--- config.mk ---
export PLATFORM = sky130hd
export DESIGN_NAME = dvb_sit_section_builder
export DESIGN_NICKNAME = d
export VERILOG_FILES = /design/src/hw/rtl/sitb_pkg.sv /design/src/hw/rtl/sitb_decode.sv /design/src/hw/rtl/sitb_emit.sv /design/src/hw/rtl/dvb_sit_section_builder.sv
export SDC_FILE = /design/constraint.sdc
export NUM_CORES = 1
export LEC_CHECK = 0
export ABC_AREA = 1
export ABC_CLOCK_PERIOD_IN_PS = 10900
export BUFFER_PORTS_ARGS = -buffer_cell sky130_fd_sc_hd__buf_2
export CORE_ASPECT_RATIO = 0.7
export CORE_MARGIN = 2
export CORE_UTILIZATION = 40
export CTS_CLUSTER_SIZE = 12
export DETAILED_ROUTE_END_ITERATION = 10
export PLACE_DENSITY = 0.57
export SYNTH_ARGS = -nofsm -noshare
export SYNTH_HDL_FRONTEND = slang
export SYNTH_SLANG_ARGS = --single-unit
export TNS_END_PERCENT = 10
--- constraint.sdc ---
create_clock -name clk -period 10.9 [get_ports clk]
set_input_delay 2.18 -clock clk [delete_from_list [all_inputs] [get_ports clk]]
set_output_delay 2.18 -clock clk [all_outputs]
set_load 0.005 [all_outputs]
--- src/hw/rtl/sitb_pkg.sv ---
// ---------------------------------------------------------------------------
// sitb_pkg
// Types, codes and the CRC helper shared by the selection information
// section builder.
// ---------------------------------------------------------------------------
`default_nettype none

package sitb_pkg;

  // Input operation codes.
  localparam logic [2:0] OP_START     = 3'd0;
  localparam logic [2:0] OP_INFO_BYTE = 3'd1;
  localparam logic [2:0] OP_SERVICE   = 3'd2;
  localparam logic [2:0] OP_SVC_BYTE  = 3'd3;
  localparam logic [2:0] OP_FINISH    = 3'd4;

  // Configuration register indexes.
  localparam logic [2:0] REG_VERSION      = 3'd0;
  localparam logic [2:0] REG_CURRENT_NEXT = 3'd1;
  localparam logic [2:0] REG_SECT_NUMBER  = 3'd2;
  localparam logic [2:0] REG_LAST_SECT    = 3'd3;
  localparam logic [2:0] REG_INFO_LEN     = 3'd4;
  localparam logic [2:0] REG_SERVICE_LEN  = 3'd5;

  // Section constants.
  localparam logic [7:0]  POINTER_BYTE  = 8'h00;
  localparam logic [7:0]  SIT_TID       = 8'h7F;
  localparam logic [7:0]  RESERVED_BYTE = 8'hFF;
  localparam logic [13:0] HDR_LEN_BASE  = 14'd11;
  localparam int          HDR_BYTES     = 11;
  localparam logic [31:0] CRC_INIT      = 32'hFFFF_FFFF;
  localparam logic [31:0] CRC_POLY      = 32'h04C1_1DB7;

  // What one queued item turns into on the output side.
  typedef enum logic [1:0] {
    KIND_START,
    KIND_DATA,
    KIND_FINISH,
    KIND_ERROR
  } kind_t;

  typedef struct packed {
    logic [2:0]  op;
    logic [7:0]  data_byte;
    logic [15:0] svc_ident;
    logic [2:0]  run_state;
    logic [11:0] svc_desc_len;
  } sitb_in_t;

  typedef struct packed {
    logic [7:0] out_byte;
    logic       last;
    logic       status;
  } sitb_out_t;

  // A decoded item: the bytes it emits and how many of them there are.
  typedef struct packed {
    kind_t                       kind;
    logic [3:0]                  count;
    logic [HDR_BYTES-1:0][7:0]   bytes;
  } sitb_item_t;

  // MPEG-2 CRC32 update by one byte, most significant bit first.
  function automatic logic [31:0] crc_byte(input logic [31:0] c, input logic [7:0] b);
    logic [31:0] acc;
    acc = c ^ {b, 24'h0};
    for (int k = 0; k < 8; k++) begin
      acc = acc[31] ? ((acc << 1) ^ CRC_POLY) : (acc << 1);
    end
    return acc;
  endfunction

endpackage

`default_nettype wire

--- src/hw/rtl/sitb_decode.sv ---
// ---------------------------------------------------------------------------
// sitb_decode
// Holds the configuration registers and the section-open flag, turns each
// accepted beat into a byte list, kept in the item register if it emits any.
// ---------------------------------------------------------------------------
`default_nettype none

module sitb_decode
  import sitb_pkg::*;
#(
  parameter int MAX_LEN = 1024
) (
  input  wire logic        clk,
  input  wire logic        rst_n,
  input  wire logic        cfg_valid,
  output logic             cfg_ready,
  input  wire logic [2:0]  cfg_index,
  input  wire logic [11:0] cfg_data,
  input  wire logic        in_valid,
  output logic             in_ready,
  input  wire sitb_in_t    in_data,
  output logic             itm_valid,
  output sitb_item_t       itm,
  input  wire logic        itm_take
);

  localparam logic [13:0] MaxLenW = 14'(MAX_LEN);

  logic [4:0]  version_r;
  logic        current_next_r;
  logic [7:0]  sect_number_r;
  logic [7:0]  last_sect_r;
  logic [11:0] info_len_r;
  logic [11:0] svc_len_r;

  logic        running_r, running_nxt;
  logic        itm_valid_r, itm_valid_nxt;
  sitb_item_t  itm_r, itm_nxt;
  logic        produce;
  logic        accept;
  logic [13:0] sect_len;
  logic        len_err;

  // Register writes are always taken at once.
  assign cfg_ready = 1'b1;

  always_ff @(posedge clk) begin
    if (!rst_n) begin
      version_r      <= '0;
      current_next_r <= 1'b1;
      sect_number_r  <= '0;
      last_sect_r    <= '0;
      info_len_r     <= '0;
      svc_len_r      <= '0;
    end else if (cfg_valid) begin
      case (cfg_index)
        REG_VERSION:      version_r      <= cfg_data[4:0];
        REG_CURRENT_NEXT: current_next_r <= cfg_data[0];
        REG_SECT_NUMBER:  sect_number_r  <= cfg_data[7:0];
        REG_LAST_SECT:    last_sect_r    <= cfg_data[7:0];
        REG_INFO_LEN:     info_len_r     <= cfg_data;
        REG_SERVICE_LEN:  svc_len_r      <= cfg_data;
        default: ;
      endcase
    end
  end

  // A new beat is taken when the item register is empty or being emptied.
  assign in_ready = !itm_valid_r || itm_take;
  assign accept   = in_valid && in_ready;

  assign sect_len = HDR_LEN_BASE + 14'(info_len_r) + 14'(svc_len_r);
  assign len_err  = (sect_len > MaxLenW) || (14'(info_len_r) > MaxLenW);

  // Byte list for the incoming beat and the section-open flag that follows it.
  always_comb begin
    itm_nxt       = '0;
    itm_nxt.kind  = KIND_DATA;
    produce       = 1'b0;
    running_nxt   = running_r;
    case (in_data.op)
      OP_START: begin
        produce = 1'b1;
        if (len_err) begin
          itm_nxt.kind  = KIND_ERROR;
          itm_nxt.count = 4'd1;
          running_nxt   = 1'b0;
        end else begin
          itm_nxt.kind      = KIND_START;
          itm_nxt.count     = 4'(HDR_BYTES);
          itm_nxt.bytes[0]  = POINTER_BYTE;
          itm_nxt.bytes[1]  = SIT_TID;
          itm_nxt.bytes[2]  = {4'hF, sect_len[11:8]};
          itm_nxt.bytes[3]  = sect_len[7:0];
          itm_nxt.bytes[4]  = RESERVED_BYTE;
          itm_nxt.bytes[5]  = RESERVED_BYTE;
          itm_nxt.bytes[6]  = {2'b11, version_r, current_next_r};
          itm_nxt.bytes[7]  = sect_number_r;
          itm_nxt.bytes[8]  = last_sect_r;
          itm_nxt.bytes[9]  = {4'hF, info_len_r[11:8]};
          itm_nxt.bytes[10] = info_len_r[7:0];
          running_nxt       = 1'b1;
        end
      end
      OP_INFO_BYTE, OP_SVC_BYTE: begin
        produce          = running_r;
        itm_nxt.count    = 4'd1;
        itm_nxt.bytes[0] = in_data.data_byte;
      end
      OP_SERVICE: begin
        produce          = running_r;
        itm_nxt.count    = 4'd4;
        itm_nxt.bytes[0] = in_data.svc_ident[15:8];
        itm_nxt.bytes[1] = in_data.svc_ident[7:0];
        itm_nxt.bytes[2] = {1'b1, in_data.run_state, in_data.svc_desc_len[11:8]};
        itm_nxt.bytes[3] = in_data.svc_desc_len[7:0];
      end
      OP_FINISH: begin
        produce       = running_r;
        itm_nxt.kind  = KIND_FINISH;
        itm_nxt.count = 4'd4;
        running_nxt   = 1'b0;
      end
      default: ;
    endcase
  end

  // The item register is loaded only by beats that emit something.
  always_comb begin
    itm_valid_nxt = itm_valid_r;
    if (accept) begin
      itm_valid_nxt = produce;
    end else if (itm_take) begin
      itm_valid_nxt = 1'b0;
    end
  end

  always_ff @(posedge clk) begin
    if (!rst_n) begin
      running_r   <= 1'b0;
      itm_valid_r <= 1'b0;
    end else begin
      itm_valid_r <= itm_valid_nxt;
      if (accept) begin
        running_r <= running_nxt;
      end
    end
  end

  always_ff @(posedge clk) begin
    if (accept && produce) begin
      itm_r <= itm_nxt;
    end
  end

  assign itm_valid = itm_valid_r;
  assign itm       = itm_r;

endmodule

`default_nettype wire

--- src/hw/rtl/sitb_emit.sv ---
// ---------------------------------------------------------------------------
// sitb_emit
// Walks the bytes of the current item one per cycle, when not stalled, into
// the output register, keeping the running CRC32 and supplying it on finish.
// ---------------------------------------------------------------------------
`default_nettype none

module sitb_emit
  import sitb_pkg::*;
(
  input  wire logic       clk,
  input  wire logic       rst_n,
  input  wire logic       itm_valid,
  input  wire sitb_item_t itm,
  output logic            itm_take,
  output logic            out_valid,
  input  wire logic       out_ready,
  output sitb_out_t       out_data
);

  logic [3:0]  idx_r, idx_nxt;
  logic [31:0] crc_r, crc_nxt;
  logic        out_valid_r, out_valid_nxt;
  sitb_out_t   out_data_r;
  logic        can_emit;
  logic        is_last;
  logic [7:0]  cur_byte;
  logic [7:0]  crc_sel;

  // An item's byte leaves when the output register is free or being drained.
  assign can_emit = itm_valid && (!out_valid_r || out_ready);
  assign is_last  = (idx_r == (itm.count - 4'd1));
  assign itm_take = can_emit && is_last;

  // CRC bytes go out most significant first.
  always_comb begin
    case (idx_r[1:0])
      2'd0:    crc_sel = crc_r[31:24];
      2'd1:    crc_sel = crc_r[23:16];
      2'd2:    crc_sel = crc_r[15:8];
      default: crc_sel = crc_r[7:0];
    endcase
  end

  assign cur_byte = (itm.kind == KIND_FINISH) ? crc_sel : itm.bytes[idx_r];

  // CRC update for the byte now leaving; the pointer field is not covered.
  always_comb begin
    crc_nxt = crc_r;
    case (itm.kind)
      KIND_START:  crc_nxt = (idx_r == 4'd0) ? CRC_INIT : crc_byte(crc_r, cur_byte);
      KIND_DATA:   crc_nxt = crc_byte(crc_r, cur_byte);
      KIND_FINISH: crc_nxt = is_last ? CRC_INIT : crc_r;
      KIND_ERROR:  crc_nxt = CRC_INIT;
      default:     crc_nxt = crc_r;
    endcase
  end

  assign idx_nxt = is_last ? 4'd0 : (idx_r + 4'd1);

  always_comb begin
    out_valid_nxt = out_valid_r;
    if (can_emit) begin
      out_valid_nxt = 1'b1;
    end else if (out_ready) begin
      out_valid_nxt = 1'b0;
    end
  end

  always_ff @(posedge clk) begin
    if (!rst_n) begin
      idx_r       <= '0;
      crc_r       <= CRC_INIT;
      out_valid_r <= 1'b0;
    end else begin
      out_valid_r <= out_valid_nxt;
      if (can_emit) begin
        idx_r <= idx_nxt;
        crc_r <= crc_nxt;
      end
    end
  end

  always_ff @(posedge clk) begin
    if (can_emit) begin
      out_data_r.out_byte <= cur_byte;
      out_data_r.last     <= is_last;
      out_data_r.status   <= (itm.kind == KIND_ERROR);
    end
  end

  assign out_valid = out_valid_r;
  assign out_data  = out_data_r;

endmodule

`default_nettype wire

--- src/hw/rtl/dvb_sit_section_builder.sv ---
// ---------------------------------------------------------------------------
// dvb_sit_section_builder
// DVB selection information section builder with MPEG-2 CRC32.
// ---------------------------------------------------------------------------
// The block puts out one section byte per cycle while the output is not
// stalled. An input beat is decoded into the item register in the cycle it
// is accepted, and its bytes pass from there to the output register. The
// output byte rate sets the throughput: a start beat emits 11 bytes (one for
// a length error), a service entry or a finish beat 4, a descriptor byte 1;
// the next beat is accepted in the cycle the previous one's last byte enters
// the output register. Beats with no bytes leave the item register empty.
// Configuration registers should only be written while no section bytes
// are outstanding.
`default_nettype none

module dvb_sit_section_builder
  import sitb_pkg::*;
#(
  parameter int MAX_LEN = 1024
) (
  input  wire logic        clk,
  input  wire logic        rst_n,
  input  wire logic        cfg_valid,
  output logic             cfg_ready,
  input  wire logic [2:0]  cfg_index,
  input  wire logic [11:0] cfg_data,
  input  wire logic        in_valid,
  output logic             in_ready,
  input  wire sitb_in_t    in_data,
  output logic             out_valid,
  input  wire logic        out_ready,
  output sitb_out_t        out_data
);

  logic       itm_valid;
  logic       itm_take;
  sitb_item_t itm;

  // Decode and item register.
  sitb_decode #(
    .MAX_LEN(MAX_LEN)
  ) u_decode (
    .clk       (clk),
    .rst_n     (rst_n),
    .cfg_valid (cfg_valid),
    .cfg_ready (cfg_ready),
    .cfg_index (cfg_index),
    .cfg_data  (cfg_data),
    .in_valid  (in_valid),
    .in_ready  (in_ready),
    .in_data   (in_data),
    .itm_valid (itm_valid),
    .itm       (itm),
    .itm_take  (itm_take)
  );

  // Byte serialiser, CRC and output register.
  sitb_emit u_emit (
    .clk       (clk),
    .rst_n     (rst_n),
    .itm_valid (itm_valid),
    .itm       (itm),
    .itm_take  (itm_take),
    .out_valid (out_valid),
    .out_ready (out_ready),
    .out_data  (out_data)
  );

endmodule

`default_nettype wire

# Yosys cells after proc, flatten, opt, wreduce, memory -nomap -nowiden
# Cells that the tools add are included.
[word_totals] reg_bits=189 in_bits=62 out_inout_bits=13 wordCells=120
[op_classes] n_addsub=4 magnitude_cmp=3 eq_ne=16 muxes=29 n_bitwise=10 n_reduce_logical=29
[ops] cell="$mux W27" count=8
[ops] cell="$pmux W32 S4" count=1
[ops] cell="$not A14 Y14" count=8
[ops] cell="$mux W80" count=1
[ops] cell="$mux W32" count=2
[ops] cell="$pmux W24 S2" count=1
[ops] cell="$pmux W8 S3" count=2
[ops] cell="$bmux W8 S4" count=1
[ops] cell="$xor A32 B32 Y32" count=1
[ops] cell="$mux W8" count=2
[ops] cell="$reduce_and A2 Y1" count=8
[ops] cell="$add A14 B12 Y14" count=1
[ops] cell="$gt A14 B11 Y1 const B" count=1
[ops] cell="$add A4 B12 Y13 const A" count=1
[ops] cell="$eq A3 B2 Y1 const B" count=4
[ops] cell="$gt A12 B11 Y1 const B" count=1
[ops] cell="$pmux W4 S3" count=1
[ops] cell="$eq A3 B3 Y1 const B" count=3
[ops] cell="$eq A2 B2 Y1 const B" count=3
[ops] cell="$eq A3 B1 Y1 const B" count=2
[ops] cell="$logic_not A3 Y1" count=2
[ops] cell="$mux W6" count=1
[ops] cell="$reduce_bool A2 Y1" count=3
[ops] cell="$reduce_or A2 Y1" count=3
[ops] cell="other kinds (17)" count=30

# Logic depth before layout (Yosys ltp)
[logic_depth] depth_word=22 depth_mapped=22 mapped_depth_nobuf=22

# Hierarchy
# Synthesis repeated with hierarchy kept, for this count alone.
[hier_totals] cells_unflattened=1398 area_unflattened_um2=10338.7
[by_module_without_submodules] mod="sitb_decode" n_inst=1 cells_each=621 area_each_um2=5784.3
[by_module_without_submodules] mod="sitb_emit" n_inst=1 cells_each=777 area_each_um2=4554.4

# Worst setup path after synthesis
# OpenSTA, ideal clock, no wires.
[synth_timing] path_type="input -> register" startpoint="in out_ready" endpoint="reg u_decode.itm_r (netlist bit u_decode.itm[0]) (enable)" setup_ns=0.502 t_arrival_ns=6.019 path_slack_ns=4.379 stages=8 path_cell_list="inv_1 > nand2_1 > nand2_1 > inv_1 > nand2_1 > nand2_1 > nand2_1 > nor2_1"
[synth_via] elab_chain_cells=6
[synth_rtl] item="start: declaration" line="dvb_sit_section_builder.sv:31" rtl="input wire logic out_ready,"
[synth_rtl] item="$logic_or A1 B1 Y1" line="sitb_emit.sv:31" rtl="assign can_emit = itm_valid && (!out_valid_r || out_ready);"
[synth_rtl] item="$logic_and A1 B1 Y1" line="sitb_emit.sv:31"
[synth_rtl] item="named net u_emit.can_emit" line="sitb_emit.sv:25" rtl="logic can_emit;"
[synth_rtl] item="$logic_and A1 B1 Y1" line="sitb_emit.sv:33" rtl="assign itm_take = can_emit && is_last;"
[synth_rtl] item="$logic_or A1 B1 Y1" line="sitb_decode.sv:69" rtl="assign in_ready = !itm_valid_r || itm_take;"
[synth_rtl] item="named net in_ready" line="dvb_sit_section_builder.sv:28" rtl="output logic in_ready,"
[synth_rtl] item="$logic_and A1 B1 Y1" line="sitb_decode.sv:70" rtl="assign accept = in_valid && in_ready;"
[synth_rtl] item="$logic_and A1 B1 Y1" line="sitb_decode.sv:151" rtl="if (accept && produce) begin"
[synth_rtl] item="end signal: assignment" line="sitb_decode.sv:152" rtl="itm_r <= itm_nxt;"
[synth_rtl] item="end: declaration" line="sitb_decode.sv:38" rtl="sitb_item_t itm_r, itm_nxt;"
# The timed path passes the listed nets, and every way through them passes these cells.
# A chain may end at the register's enable or synchronous reset.

# Worst setup path in the final report
[layout_timing] startpoint="in out_ready" endpoint="out in_ready"
[layout_via] elab_chain_cells=4
[layout_rtl] item="$logic_or A1 B1 Y1" line="sitb_emit.sv:31"
[layout_rtl] item="$logic_and A1 B1 Y1" line="sitb_emit.sv:31"
[layout_rtl] item="named net u_emit.can_emit" line="sitb_emit.sv:25"
[layout_rtl] item="$logic_and A1 B1 Y1" line="sitb_emit.sv:33"
[layout_rtl] item="$logic_or A1 B1 Y1" line="sitb_decode.sv:69"
[layout_rtl] item="end: declaration" line="dvb_sit_section_builder.sv:28"
# The timed path passes the listed nets, and every way through them passes these cells.

==> results by group <==
Status
  • Status: finished clean

Placement
  • Dpl hpwl: between 20 and 25 mm
  • Placed Instances: 1,684
  • I/O Buffers: 73
  • GP Congestion: 0.928

Setup path
  • Data required, critical path: 8720 ps
  • Critical Path End Type: primary output
  • CP max FO: 14
  • Crit Path Class: primary input to primary output
  • Reg-to-reg critical path startpoint: u_decode.info_len_r[2]
  • Critical Path Start: out_ready
  • Critical Path AT: ~3300 ps
  • Worst setup SP type: primary input

Clock tree
  • Cts hold-fix bufs: 0
  • Depth of the CTS H-tree: 4
  • CTS tree: built
  • Post-CTS Setup Bufs: 0
  • Clk pin slew, worst setup/hold paths: 60 ps
  • CTS Buf Count: 17
  • Clock Path Buffers: 2
  • Num Clock Sinks: roughly 170
  • CTS resizes: 0
  • Root buf cell: clkbuf_16
  • Clock Latency Late Sink: 440 ps

STA
  • Worst-case clock skew: ~13 ps
  • Fmax: 181 MHz
  • Fin crit period: 5520 ps
  • Rel. slew slack: 0.363
  • RSZ-0062 raised after global routing: false
  • Final hold violation count: 0
  • Final setup vio count: 0
  • Max Slew Vio Count: 0
  • Tcrit/Tclk final: 0.507
  • Slew of the pin with the lowest slew margin: 955 ps
  • Setup tns final: 0 ps

Logic synthesis
  • Mux cell area share after synthesis: 0
  • Netlist cell types: between 40 and 50
  • Cell area after synthesis: 9770 µm²
  • Combinational family with the most area after synthesis: simple AND/OR/NAND/NOR gates
  • Top-count cell post-synth: nand2_1
  • Post-synthesis adder-cell area fraction: 0.0264
  • Synth Area per Inst: 7.30 µm²
  • Simple-gate share of the synthesized area: 0.313
  • Post-synth ARST share: 0
  • Top cell type's share of synthesized area: 0.252
  • Post-Synthesis Cells: 1,338
  • Syn. warnings: 0
  • Post-synth EDFFs: 82
  • Cell taking the most area after synthesis: edfxtp_1
  • Ys flop type: dfxtp_1
  • Synth Area in XOR/XNOR: 0.0412
  • Compound-Gate Fraction of Synth Area: 0.103
  • Most frequent cells after synthesis: nand2_1 (382), inv_1 (148), nand3_1 (138)
  • Cells taking the most area after synthesis: edfxtp_1 (25%), dfxtp_1 (17%), nand2_1 (15%)
  • Seq/Total Area, Yosys: 0.426
  • Syn nets: between 1,000 and 1,500
  • Synthesized flop and latch total: 167

Drt
  • DRC Markers: 0
  • Routed WL: 27.6 mm
  • Via density: 5.06
  • Wirelength per Cell: 16.1 µm
  • Iter 0 DRT Violations: 902
  • 1st-pass router iterations: 5
  • Vias: 8,684
  • Final ANT Viol Nets: 0

Global routing
  • Initial antenna violation count: 0
  • Global-route wire length before repair: 44.1 mm
  • Vias in the first global route: 7,873
  • Largest net degree at the start of global routing: 81
  • Total congestion overflow: 0
  • Total GRT Usage: 0.223

Floorplanning
  • CORE AREA: 23,800 µm²
  • # rows: 47
  • Width of the die: 191 µm
  • Die footprint: roughly 26,000 µm²
  • Die Ht: 135 µm
  • Starting Density: 0.410
  • Total I/O pin count: 75

Power
  • Maximum VDD drop: 107 µV
  • Pwr Density: 142 nW/µm²
  • Leakage Power: 5.12 nW

Hold path
  • Worst min-delay path class: flop to flop
  • HP Start: u_decode.sect_number_r[4]

Cells and area
  • Ratio of cells with drive above 1 in the final layout: 0.118
  • N_diodes: 0
  • Nets: 1,467
  • P&R area growth vs syn: 11.5%
  • Non-filler instance count after layout: 1,716

Run
  • Max Cap Viol: 0
report_power, final:
group / switching, mW / internal (mW)
Combinational: 0.184 / 0.0840
Sequential: 0.0116 / 0.677
Clock: 0.257 / 0.331
Total: 0.453 / 1.09
cell families (layout without fill, tap and decap cells):
group / Yosys count / after routing
AOI/OAI and AO/OA: 183 / 183
xor gates and xnor gates: 46 / 46
adders and majority gates: 20 / 20
buffers and inverters: 210 / 270
DFF: 167 / 167
other: 2 / 2
and+or+nand+nor: 710 / 710
metrics by stage:
step	hold slack [ps]	area [µm²]	setup WS, ps	utilization	total power [mW]
final	460	10900	5380	0.457	1.54
after global routing	483	10900	5270	0.457	1.62
after CTS	459	10900	5380	0.457	1.55
after detailed placement	448	10300	5390	0.433	0.965
after global placement	441	10300	5420	0.433	0.962
after floorplan	430	9770	4380	-	0.891
sequential cells by signal (all words and copies together) (netlist names), 4 cells and up:
register	count
u_decode.last_sect_r	8
u_decode.svc_len_r	12
u_emit.idx_r	4
u_decode.version_r	5
u_emit.out_data	10
u_emit.crc_r	32
u_decode.info_len_r	12
u_decode.sect_number_r	8
u_decode.itm	72
metal layers:
metal	GRT usage	wire length [µm]
met5	0	0
met3	0.0522	2130
met1	0.365	14900
met2	0.287	10300
met4	0.0478	312
worst paths after layout:
kind                            cells after the start  slack [ps]                        end
worst max register to register                     21        6740           u_decode.itm[29]
worst min-delay path                                2         460  u_decode.sect_number_r[4]
worst min register to register                      2         460  u_decode.sect_number_r[4]
worst max-delay path                                8        5380                   in_ready
area by class of cell:
class                   count  area, µm²
clock buffers              22        507
multi-input cells         961       4750
well taps                 318        398
inverters                 159        599
clock inverters            10       62.6
repair buffers             79        410
fillers                  2405      12900
flip-flops and latches    167       4160
cells in the final DEF (no fill, tap or decap), types with 2 or more instances in the layout:
master     netlist  routed
inv_2            7       7
inv_4            1       5
o21ai_1         18      18
nor2_2           2       2
ha_1            19      19
clkbuf_8         0       2
buf_4            2       6
dfxtp_1         85      85
nor2_4           1       2
a21oi_1         54      54
o211ai_1         9       9
o21bai_1         3       3
nand4_1         11      11
nand2_1        382     382
a32o_1           8       8
clkbuf_16        0      19
nor2_1         127     126
clkinv_2         0       4
conb_1           2       2
nand3_1        138     138
edfxtp_1        82      82
nor3_1           8       8
nand2_4          4       4
xor2_1          34      34
buf_2           15      73
nand3_4          2       2
or2_2            3       3
clkinv_1         3       3
nand3_2          5       5
xnor2_1         12      12
inv_1          148     148
o21ai_0         85      85
nand2_2         25      25
worst max-delay path, stage by stage:
cell and delay [ps]:
buf_2 70, inv_1 30, nand2_1 60, nand2_1 150, inv_1 460, nand2_1 150
nand2_1 120, buf_2 120
(Power assumes the default switching activity.)
